$ cat src/design/msb_pkg.sv
`default_nettype none

package msb_pkg;

    localparam int SCREEN_W_DEF    = 84;
    localparam int SCREEN_H_DEF    = 48;
    localparam int SPRITE_BITS_DEF = 1024;
    localparam int READ_SPAN       = 42;
    localparam int WORD_BITS       = 16;
    localparam int COORD_W         = 10;

    typedef enum logic [2:0] {
        OP_LOAD       = 3'd0,
        OP_DRAW       = 3'd1,
        OP_OUTLINE    = 3'd2,
        OP_INV_RECT   = 3'd3,
        OP_INV_SCREEN = 3'd4,
        OP_READ       = 3'd5
    } t_op;

    typedef enum logic [1:0] {
        MODE_SPRITE = 2'd0,
        MODE_RECT   = 2'd1,
        MODE_READ   = 2'd2
    } t_mode;

    typedef struct packed {
        logic start;
        logic spr_rd;
        logic spr_acc;
        logic row_rd;
        logic row_wr;
        logic nb_next;
        logic row_next;
        logic pass_switch;
        logic done;
        logic reject;
        logic read_out;
    } t_dp_cmd;

    typedef struct packed {
        logic  reject_in;
        logic  empty_in;
        logic  last_col;
        logic  last_row;
        logic  nb_last;
        logic  clear_pass;
        t_mode mode;
    } t_dp_status;

endpackage

`default_nettype wire

$ cat src/design/msb_ctrl.sv
`default_nettype none

module msb_ctrl (
    input  wire logic                  i_clk,
    input  wire logic                  i_rst_n,
    input  wire logic                  i_accept,
    input  wire logic [2:0]            i_op,
    input  wire msb_pkg::t_dp_status   i_st,
    output msb_pkg::t_dp_cmd           o_cmd,
    output logic                       o_busy
);

    typedef enum logic [4:0] {
        S_IDLE    = 5'b00001,
        S_SPR_RD  = 5'b00010,
        S_SPR_ACC = 5'b00100,
        S_ROW_RD  = 5'b01000,
        S_ROW_WR  = 5'b10000
    } t_state;

    t_state r_state;
    t_state n_state;

    // Sequence commands to the datapath
    always_comb begin
        n_state = r_state;
        o_cmd   = '0;
        case (r_state)
            S_IDLE: begin
                if (i_accept) begin
                    o_cmd.start = 1'b1;
                    case (msb_pkg::t_op'(i_op))
                        msb_pkg::OP_LOAD: begin
                            o_cmd.done = 1'b1;
                        end
                        msb_pkg::OP_DRAW, msb_pkg::OP_OUTLINE: begin
                            if (i_st.reject_in) begin
                                o_cmd.done   = 1'b1;
                                o_cmd.reject = 1'b1;
                            end else if (i_st.empty_in) begin
                                o_cmd.done = 1'b1;
                            end else begin
                                n_state = S_SPR_RD;
                            end
                        end
                        msb_pkg::OP_INV_RECT: begin
                            if (i_st.empty_in) begin
                                o_cmd.done = 1'b1;
                            end else begin
                                n_state = S_ROW_RD;
                            end
                        end
                        msb_pkg::OP_INV_SCREEN: begin
                            n_state = S_ROW_RD;
                        end
                        msb_pkg::OP_READ: begin
                            if (i_st.reject_in) begin
                                o_cmd.done   = 1'b1;
                                o_cmd.reject = 1'b1;
                            end else begin
                                n_state = S_ROW_RD;
                            end
                        end
                        default: begin
                            o_cmd.done = 1'b1;
                        end
                    endcase
                end
            end
            S_SPR_RD: begin
                o_cmd.spr_rd = 1'b1;
                n_state      = S_SPR_ACC;
            end
            S_SPR_ACC: begin
                o_cmd.spr_acc = 1'b1;
                n_state       = i_st.last_col ? S_ROW_RD : S_SPR_RD;
            end
            S_ROW_RD: begin
                o_cmd.row_rd = 1'b1;
                n_state      = S_ROW_WR;
            end
            S_ROW_WR: begin
                o_cmd.row_wr = 1'b1;
                case (i_st.mode)
                    msb_pkg::MODE_READ: begin
                        o_cmd.done     = 1'b1;
                        o_cmd.read_out = 1'b1;
                        n_state        = S_IDLE;
                    end
                    msb_pkg::MODE_RECT: begin
                        if (i_st.last_row) begin
                            o_cmd.done = 1'b1;
                            n_state    = S_IDLE;
                        end else begin
                            o_cmd.row_next = 1'b1;
                            n_state        = S_ROW_RD;
                        end
                    end
                    msb_pkg::MODE_SPRITE: begin
                        if (i_st.clear_pass && !i_st.nb_last) begin
                            o_cmd.nb_next = 1'b1;
                            n_state       = S_ROW_RD;
                        end else if (i_st.last_row) begin
                            if (i_st.clear_pass) begin
                                o_cmd.pass_switch = 1'b1;
                                n_state           = S_SPR_RD;
                            end else begin
                                o_cmd.done = 1'b1;
                                n_state    = S_IDLE;
                            end
                        end else begin
                            o_cmd.row_next = 1'b1;
                            n_state        = S_SPR_RD;
                        end
                    end
                    default: begin
                        o_cmd.done = 1'b1;
                        n_state    = S_IDLE;
                    end
                endcase
            end
            default: begin
                n_state = S_IDLE;
            end
        endcase
    end

    // Advance state
    always_ff @(posedge i_clk) begin
        if (!i_rst_n) begin
            r_state <= S_IDLE;
        end else begin
            r_state <= n_state;
        end
    end

    assign o_busy = (r_state != S_IDLE);

endmodule

`default_nettype wire

$ cat config.mk
export PLATFORM = sky130hd
export DESIGN_NAME = msb_ctrl
export DESIGN_NICKNAME = d
export VERILOG_FILES = /design/src/design/msb_pkg.sv /design/src/design/msb_ctrl.sv
export SDC_FILE = /design/constraint.sdc
export NUM_CORES = 1
export LEC_CHECK = 0
export ABC_CLOCK_PERIOD_IN_PS = 1900
export BUFFER_PORTS_ARGS = -buffer_cell sky130_fd_sc_hd__buf_4
export CAP_MARGIN = 0
export CORE_AREA = 3 3 40 42
export DETAILED_ROUTE_END_ITERATION = 10
export DIE_AREA = 0 0 43 45
export GPL_ROUTABILITY_DRIVEN = 0
export PLACE_DENSITY = 0.66
export SYNTH_ARGS = -nofsm -noshare
export SYNTH_HDL_FRONTEND = slang
export SYNTH_SLANG_ARGS = --single-unit
$ cat constraint.sdc
create_clock -name i_clk -period 1.9 [get_ports i_clk]
set_input_delay 0.19 -clock i_clk [delete_from_list [all_inputs] [get_ports i_clk]]
set_output_delay 0.19 -clock i_clk [all_outputs]
set_load 0.02 [all_outputs]
# == Word level (Yosys, flattened, before mapping) ==
# Index checks and enable logic that the tools add are counted.
# word_totals
out_inout_bits,12
ff_bits,5
latch_bits,0
mem_count,0
input_bits,14
mem_bits_ro,0
ramBits,0
# op_classes
div,0
add_sub_neg,0
bitwise_logic,0
shift,0
reduce_logical,5
multipliers,0
magnitude_cmp,0
n_eq_ne,19
n_mux,41
# op_table
cell,n
$mux 5,6
$pmux 5 s5,1
$pmux 5 s4,1
$mux 1,18
$mux 4,3
$ne 3x3->1 const B,4
$mux 2,5
$ne 5x1->1 const B,2
$pmux 5 s2,1
$pmux 1 s2,4
$eq 3x2->1 const B,2
$eq 3x3->1 const B,2
$reduce_and 6->1,1
$eq 5x1->1 const B,1
$eq 5x2->1 const B,1
$eq 5x3->1 const B,1
$eq 5x4->1 const B,1
$eq 5x5->1 const B,1
$pmux 1 s4,1
$eq 3x1->1 const B,1
$mux 3,1
$eq 2x1->1 const B,1
$eq 2x2->1 const B,1
$logic_not 2->1,1
4 further kinds,4

# == Depth between registers and ports, before layout ==
# Gate-level depths: netlist (run 1).
# logic_depth
word_depth,5
mapped_depth,5
mapped_depth_nobuf,5

# == Worst setup path after synthesis (run 1) ==
# OpenSTA, ideal clock, no wires.
# synth_timing
path_type,reg2out
start,reg r_state[4]
end,out o_cmd[1] (netlist name)
arrival_time_ns,1.278
path_stages_with_launch,5
setup_slack_ns,0.432
path_buffers,0
cell_sequence,dfxtp_1 -> nor2_2 -> and3_1 -> nand2_1 -> nor3_1
# synth_lines
item,line,rtl
start: declaration,msb_ctrl.sv:21,t_state r_state;
start signal: assignment,msb_ctrl.sv:133,r_state <= n_state;
end: declaration,msb_ctrl.sv:9,"output msb_pkg::t_dp_cmd o_cmd,"

==> flow_summary.toml, run 1 <==
[global_route]
track_usage = 0.134
grt_pass1_wl_um = 1970
grt_antenna_before_repair = 0
grt-ovfl-total = 0
grt_max_degree = 8
grt_pass1_vias = 499

[synth]
synth_cells = 63
syn_area_per_cell_um2 = 7.49
ys_seq_elements = 5
synth_area_leaders = "dfxtp_1 21%, inv_1 6.4%, a21oi_1 5.3%, nor3_1 5.3%, nand3b_2 4.8%"
async_reset_ff_frac = 0
syn_nets = 77
yosysTopAreaCell = "dfxtp_1"
synth_top_area_frac = 0.212
ys_types = 31
synthMostInstantiatedCell = "inv_1"
ys.flop_type = "dfxtp_1"
synth_edf_count = 0
syn_area_um2 = 472
yosys-top-cells-count = "8 x inv_1, 5 x a21oi_1, 5 x dfxtp_1, 5 x nand2_1, 5 x nor3_1"
yosys_warnings = 0
ys_seq_area_frac = 0.212

[critical_path]
cp-end-kind = "output pin"
crit_required_ns = 1.71
timing.rr.start = "r_state[2]$_SDFFE_PN0P_"
crit_path_start = "r_state[4]$_SDFFE_PN0P_"
crit_type = "flop to output pin"
cp-start-kind = "flop"
cp_max_fo = 5
crit_arrival_ns = 1.47

[timing]
rsz0062_at_grt = "no"
finalHoldViolCount = 0
tightest_slew_ns = 0.286
fin_crit_ns = 1.66
fin_ws_ns = 0.237
whs_ns = 0.195
max-slew-margin-rel = 0.809
drv_slew = 0
fmax_mhz = 601
setup_tns_ns = 0
setup_viol = 0
finalClockSkew_ns = 0.000876
finalCritPeriodShare = 0.875

[route]
dr.pass1.iters = 5
viasPerCell = 5.10
drc = 0
vias = 546
first_iter_violations = 8
drtAntennaViolNets = 0
wl_um = 1230
avgRoutedWirePerCell_um = 11.5

[die]
fp.dieW_um = 43
fp.coreArea_um2 = 1280
boundaryPins = 26
die-area_um2 = 1940
start_util = 0.367
die_h_um = 45
placementRows = 13

[layout]
final_cell_area_um2 = 704
final_nets = 107
multi_input_area_um2 = 342
utilization = 0.548
num_antenna_cells = 0
seqCellArea_um2 = 100
largest_register_ff_count = 5
largestRegisters = "r_state: 5 flops"
area_growth_pct = 49.3
finalNonFillerCells = 107
fill_cells = 131
top_register = "r_state"
drive_gt1_frac = 0.424

[clock_tree]
cts_sinks = 5
clock-root-buffer = "clkbuf_4"
htreeDepth = 1
cts_made_buffers = 3
clkLatencyLatePin_ns = 0.24
ctsResizeCount = 0
cts_tree = "built"
clockBufferDepth = 2
clk_pin_slew_ns = 0.04
cts_setup_buffers = 0
hold_buffers = 0

[placed_design]
numPortBuffers = 25
dpl_worst_slack_ns = 0.496
dp_cells = 103
dp_hpwl_um = 1040
place_area_um2 = 678

[power]
leakagePower_nw = 0.360
peakVddDrop_v = 0.000519
power_density_nw_per_um2 = 907
pwr-share-comb = 0.564
switching_share = 0.423
switchingPower_mw = 0.270
sequentialPowerShare = 0.250
power_mw = 0.639
clkPwrFrac = 0.186
p_int_mw = 0.369

[run_status]
status = "complete, no violations"

[min_path]
min-delay-path-class = "primary input to flop"
min_from = "i_rst_n"

[job]
drv_cap = 0
==> placed cells by master, fill, tap and decap left out, types with 2 or more instances in the layout <==
master and count:
nor3_2 2, clkbuf_4 3, nand3b_2 2, nor3_1 5
nor2_1 4, inv_1 8, and3_1 2, nor2_2 2
and2_1 2, a21oi_1 5, nand2_1 5, nor3b_1 2
dfxtp_1 5, buf_4 25
==> power by group through the flow <==
stage	clock network [mW]	logic (mW)	registers [mW]
after floorplan	0	0.238	0.154
after global placement	0	0.362	0.159
after detailed placement	0	0.362	0.161
after CTS	0.125	0.364	0.160
after global routing	0.129	0.399	0.162
final	0.119	0.360	0.160
==> cell families after synthesis <==
kind of cell,after synthesis,share of synthesized area
AO/OA/AOI/OAI,13,0.191
XOR/XNOR,1,0.0186
buffers and inverters,8,0.0637
AND/OR/NAND/NOR,34,0.469
flip-flops,5,0.212
multiplexers,2,0.0451
==> critical path, cell delays in order, from the launching register on <==
cell and delay (ns):
dfxtp_1 0.31, nor2_2 0.19, and3_1 0.27, nand2_1 0.11, nor3_1 0.18, buf_4 0.17
==> worst paths after layout <==
| kind | to | cells after the start | slack (ns) |
|---|---|---|---|
| hold reg to reg | r_state[2]$_SDFFE_PN0P_ | 2 | 0.72 |
| setup reg to reg | r_state[1]$_SDFFE_PN0P_ | 4 | 0.60 |
| hold / removal | r_state[4]$_SDFFE_PN0P_ | 2 | 0.20 |
| setup / recovery | o_cmd[1] | 5 | 0.24 |
==> routing by layer <==
layer / wire, um / track usage
met4: 21 / 0.0904
met1: 534 / 0.162
met2: 576 / 0.216
met5: 0 / 0
met3: 102 / 0.0279
==> final cells by class <==
cell class,instances,area share
clock buffer,4,0.0373
inverter,8,0.0426
multi-input combinational,50,0.485
sequential,5,0.142
tap,15,0.0266
timing repair buffer,25,0.266
No activity file was read; power rests on OpenSTA's default activity.
==> run 2: changes to the inputs <==
--- a/config.mk
+++ b/config.mk
@@ -5,6 +5,7 @@
 export SDC_FILE = /design/constraint.sdc
 export NUM_CORES = 1
 export LEC_CHECK = 0
+export ABC_AREA = 1
 export ABC_CLOCK_PERIOD_IN_PS = 1900
 export BUFFER_PORTS_ARGS = -buffer_cell sky130_fd_sc_hd__buf_4
 export CAP_MARGIN = 0
@@ -12,7 +13,7 @@
 export DETAILED_ROUTE_END_ITERATION = 10
 export DIE_AREA = 0 0 43 45
 export GPL_ROUTABILITY_DRIVEN = 0
-export PLACE_DENSITY = 0.66
+export PLACE_DENSITY = 0.7
 export SYNTH_ARGS = -nofsm -noshare
 export SYNTH_HDL_FRONTEND = slang
 export SYNTH_SLANG_ARGS = --single-unit
==> run 2 against run 1 <==
Sequential share of layout area down 0.92 points. Global-route usage up 0.98 points. First-iteration DRC count up 25%. Fmax up 5.1%. Hold slack better by 0.026 ns. Synthesized area up 10%. Clock skew up 0.0044 ns. Core utilization up 3.8 points. Sequential power down 10%. Synthesized cell count up 41%. Die area unchanged. Count of clock-buffer cells in the layout unchanged. Largest cell class unchanged.
==> flow_summary.toml, run 2 <==
[run_status]
status = "complete, no violations"

[route]
vias = 632
drtAntennaViolNets = 0
dr.pass1.iters = 3
avgRoutedWirePerCell_um = 9.61
viasPerCell = 4.75
wl_um = 1280
first_iter_violations = 10
drc = 0

[synth]
synth-compound-area-share = 0.0793
synth-xor-area-share = 0
synthMuxAreaShare = 0
synth_edf_count = 0
ys.flop_type = "dfxtp_1"
syn_nets = 103
synth_area_leaders = "dfxtp_1 19%, nand2_1 16%, inv_1 14%, nand4_1 7.2%, nor2_1 6.5%"
yosysTopAreaCell = "dfxtp_1"
ys_seq_elements = 5
synth_top_area_frac = 0.192
synthSimpleGateAreaFrac = 0.577
ys_types = 20
synthAdderAreaFrac = 0
yosys_warnings = 0
yosys-top-cells-count = "22 x nand2_1, 20 x inv_1, 9 x nor2_1, 6 x nand4_1"
ys_seq_area_frac = 0.192
synth_cells = 89
syn_area_per_cell_um2 = 5.85
syn_area_um2 = 520
async_reset_ff_frac = 0
synth_top_family_by_area = "simple AND/OR/NAND/NOR gates"
synthMostInstantiatedCell = "nand2_1"

[layout]
final_nets = 133
drive_gt1_frac = 0.331
multi_input_area_um2 = 342
mostFrequentLayoutCell = "buf_4"
final_cell_area_um2 = 753
largest_register_ff_count = 5
final_cell_mix = "25 x buf_4, 22 x nand2_1, 20 x inv_1"
fill_cells = 125
num_antenna_cells = 0
largestRegisters = "r_state: 5 flops"
seqCellArea_um2 = 100
utilization = 0.586
top_register = "r_state"
area_growth_pct = 44.7

[power]
switchingPower_mw = 0.246
switching_share = 0.425
leakagePower_nw = 0.420
clkPwrFrac = 0.208
sequentialPowerShare = 0.249
peakVddDrop_v = 0.000476
pwr-share-comb = 0.543
p_int_mw = 0.333
power_density_nw_per_um2 = 770

[min_path]
min_from = "i_rst_n"
min_to = "r_state[2]$_SDFFE_PN0P_"
min-delay-path-class = "primary input to flop"
worstHoldPathCells = 3

[placed_design]
numPortBuffers = 25
place_area_um2 = 727
dp_hpwl_um = 1160

[die]
fp.dieW_um = 43
die-area_um2 = 1940
fp.coreArea_um2 = 1280
start_util = 0.405
placementRows = 13
boundaryPins = 26
die_h_um = 45

[critical_path]
r2r_slack_ns = 0.73
timing.rr.start = "r_state[2]$_SDFFE_PN0P_"
cp_max_fo = 5
cp_slowest_stage_delay_ns = 0.33
cp-start-kind = "flop"
crit_path_start = "r_state[2]$_SDFFE_PN0P_"
crit_type = "flop to output pin"
timing.critical_path.cells = "nor2_4 -> nand3_1 -> a211oi_1 -> buf_4"
slowest_stage = "dfxtp_1"
reg2reg_depth = 6
crit_arrival_ns = 1.39
cp-end-kind = "output pin"
crit_required_ns = 1.71
rr_endpoint = "r_state[0]$_SDFFE_PN1P_"

[timing]
fmax_mhz = 632
max-slew-margin-rel = 0.785
rsz0062_at_grt = "no"
setup_tns_ns = 0
tightest_slew_ns = 0.319
finalClockSkew_ns = 0.00531
setup_viol = 0
drv_slew = 0
finalCritPeriodShare = 0.833
finalHoldViolCount = 0
fin_crit_ns = 1.58

[clock_tree]
htreeDepth = 1
cts_made_buffers = 3
clk_pin_slew_ns = 0.04
clock-root-buffer = "clkbuf_4"
clkLatencyLatePin_ns = 0.24
ctsResizeCount = 0
hold_buffers = 0
cts_sinks = 5
clockBufferDepth = 2
cts_tree = "built"
cts_setup_buffers = 0

[global_route]
grt_pass1_vias = 588
grt_antenna_before_repair = 0
grt_max_degree = 6
grt-ovfl-total = 0
track_usage = 0.144
grt_pass1_wl_um = 2190

[job]
drv_cap = 0
## run 2: per-layer routing
metal | up-vias | GRT usage | wire length (um)
li1 | 341 | - | -
met1 | 272 | 0.178 | 597
met2 | 19 | 0.249 | 599
met3 | 0 | 0.0518 | 81
met4 | 0 | 0.0181 | 0
met5 | - | 0 | 0
## run 2: layout make-up
| type | instances | area share |
|---|---|---|
| multi-input cells | 63 | 0.453 |
| repair buffers | 25 | 0.249 |
| inverters | 21 | 0.105 |
| flip-flops and latches | 5 | 0.133 |
| well taps | 15 | 0.0249 |
| clock buffers | 4 | 0.0349 |
## run 2: metrics by stage
step                      cells  worst slack [ns]  hold WS [ns]  total power, mW
after floorplan              89             0.375         0.365            0.363
after global placement      129             0.642         0.468            0.465
after detailed placement    129             0.607         0.473            0.466
after CTS                   133             0.328         0.216            0.592
after global routing        133             0.203         0.232            0.639
final                       133             0.318         0.221            0.580
## run 2: cell families after synthesis
kind of cell | Yosys count
compound gates | 6
buf+inv | 21
flops | 5
simple gates | 57
## run 2: critical path: cells and delay by family, from the launching register on
kind / cells / cell delay (ns)
AOI/OAI and AO/OA: 1 / 0.25
buffers and inverters: 1 / 0.19
and+or+nand+nor: 2 / 0.37
DFF: 1 / 0.33
## run 2: worst max-delay path by stage
stage	endpoint	depth (start not counted)	slack, ns
detailed placement	o_cmd[4]	4	0.61
global placement	o_cmd[4]	4	0.64
floorplan	o_cmd[1]	4	0.38
finish	o_cmd[4]	4	0.32
global route	o_cmd[4]	4	0.20
CTS	o_cmd[4]	4	0.33
## run 2: power by group through the flow
stage	sequential, mW	combinational [mW]	clock, mW
floorplan	0.142	0.221	0
global placement	0.145	0.320	0
detailed placement	0.146	0.320	0
finish	0.144	0.315	0.121
CTS	0.144	0.321	0.127
global route	0.147	0.357	0.134
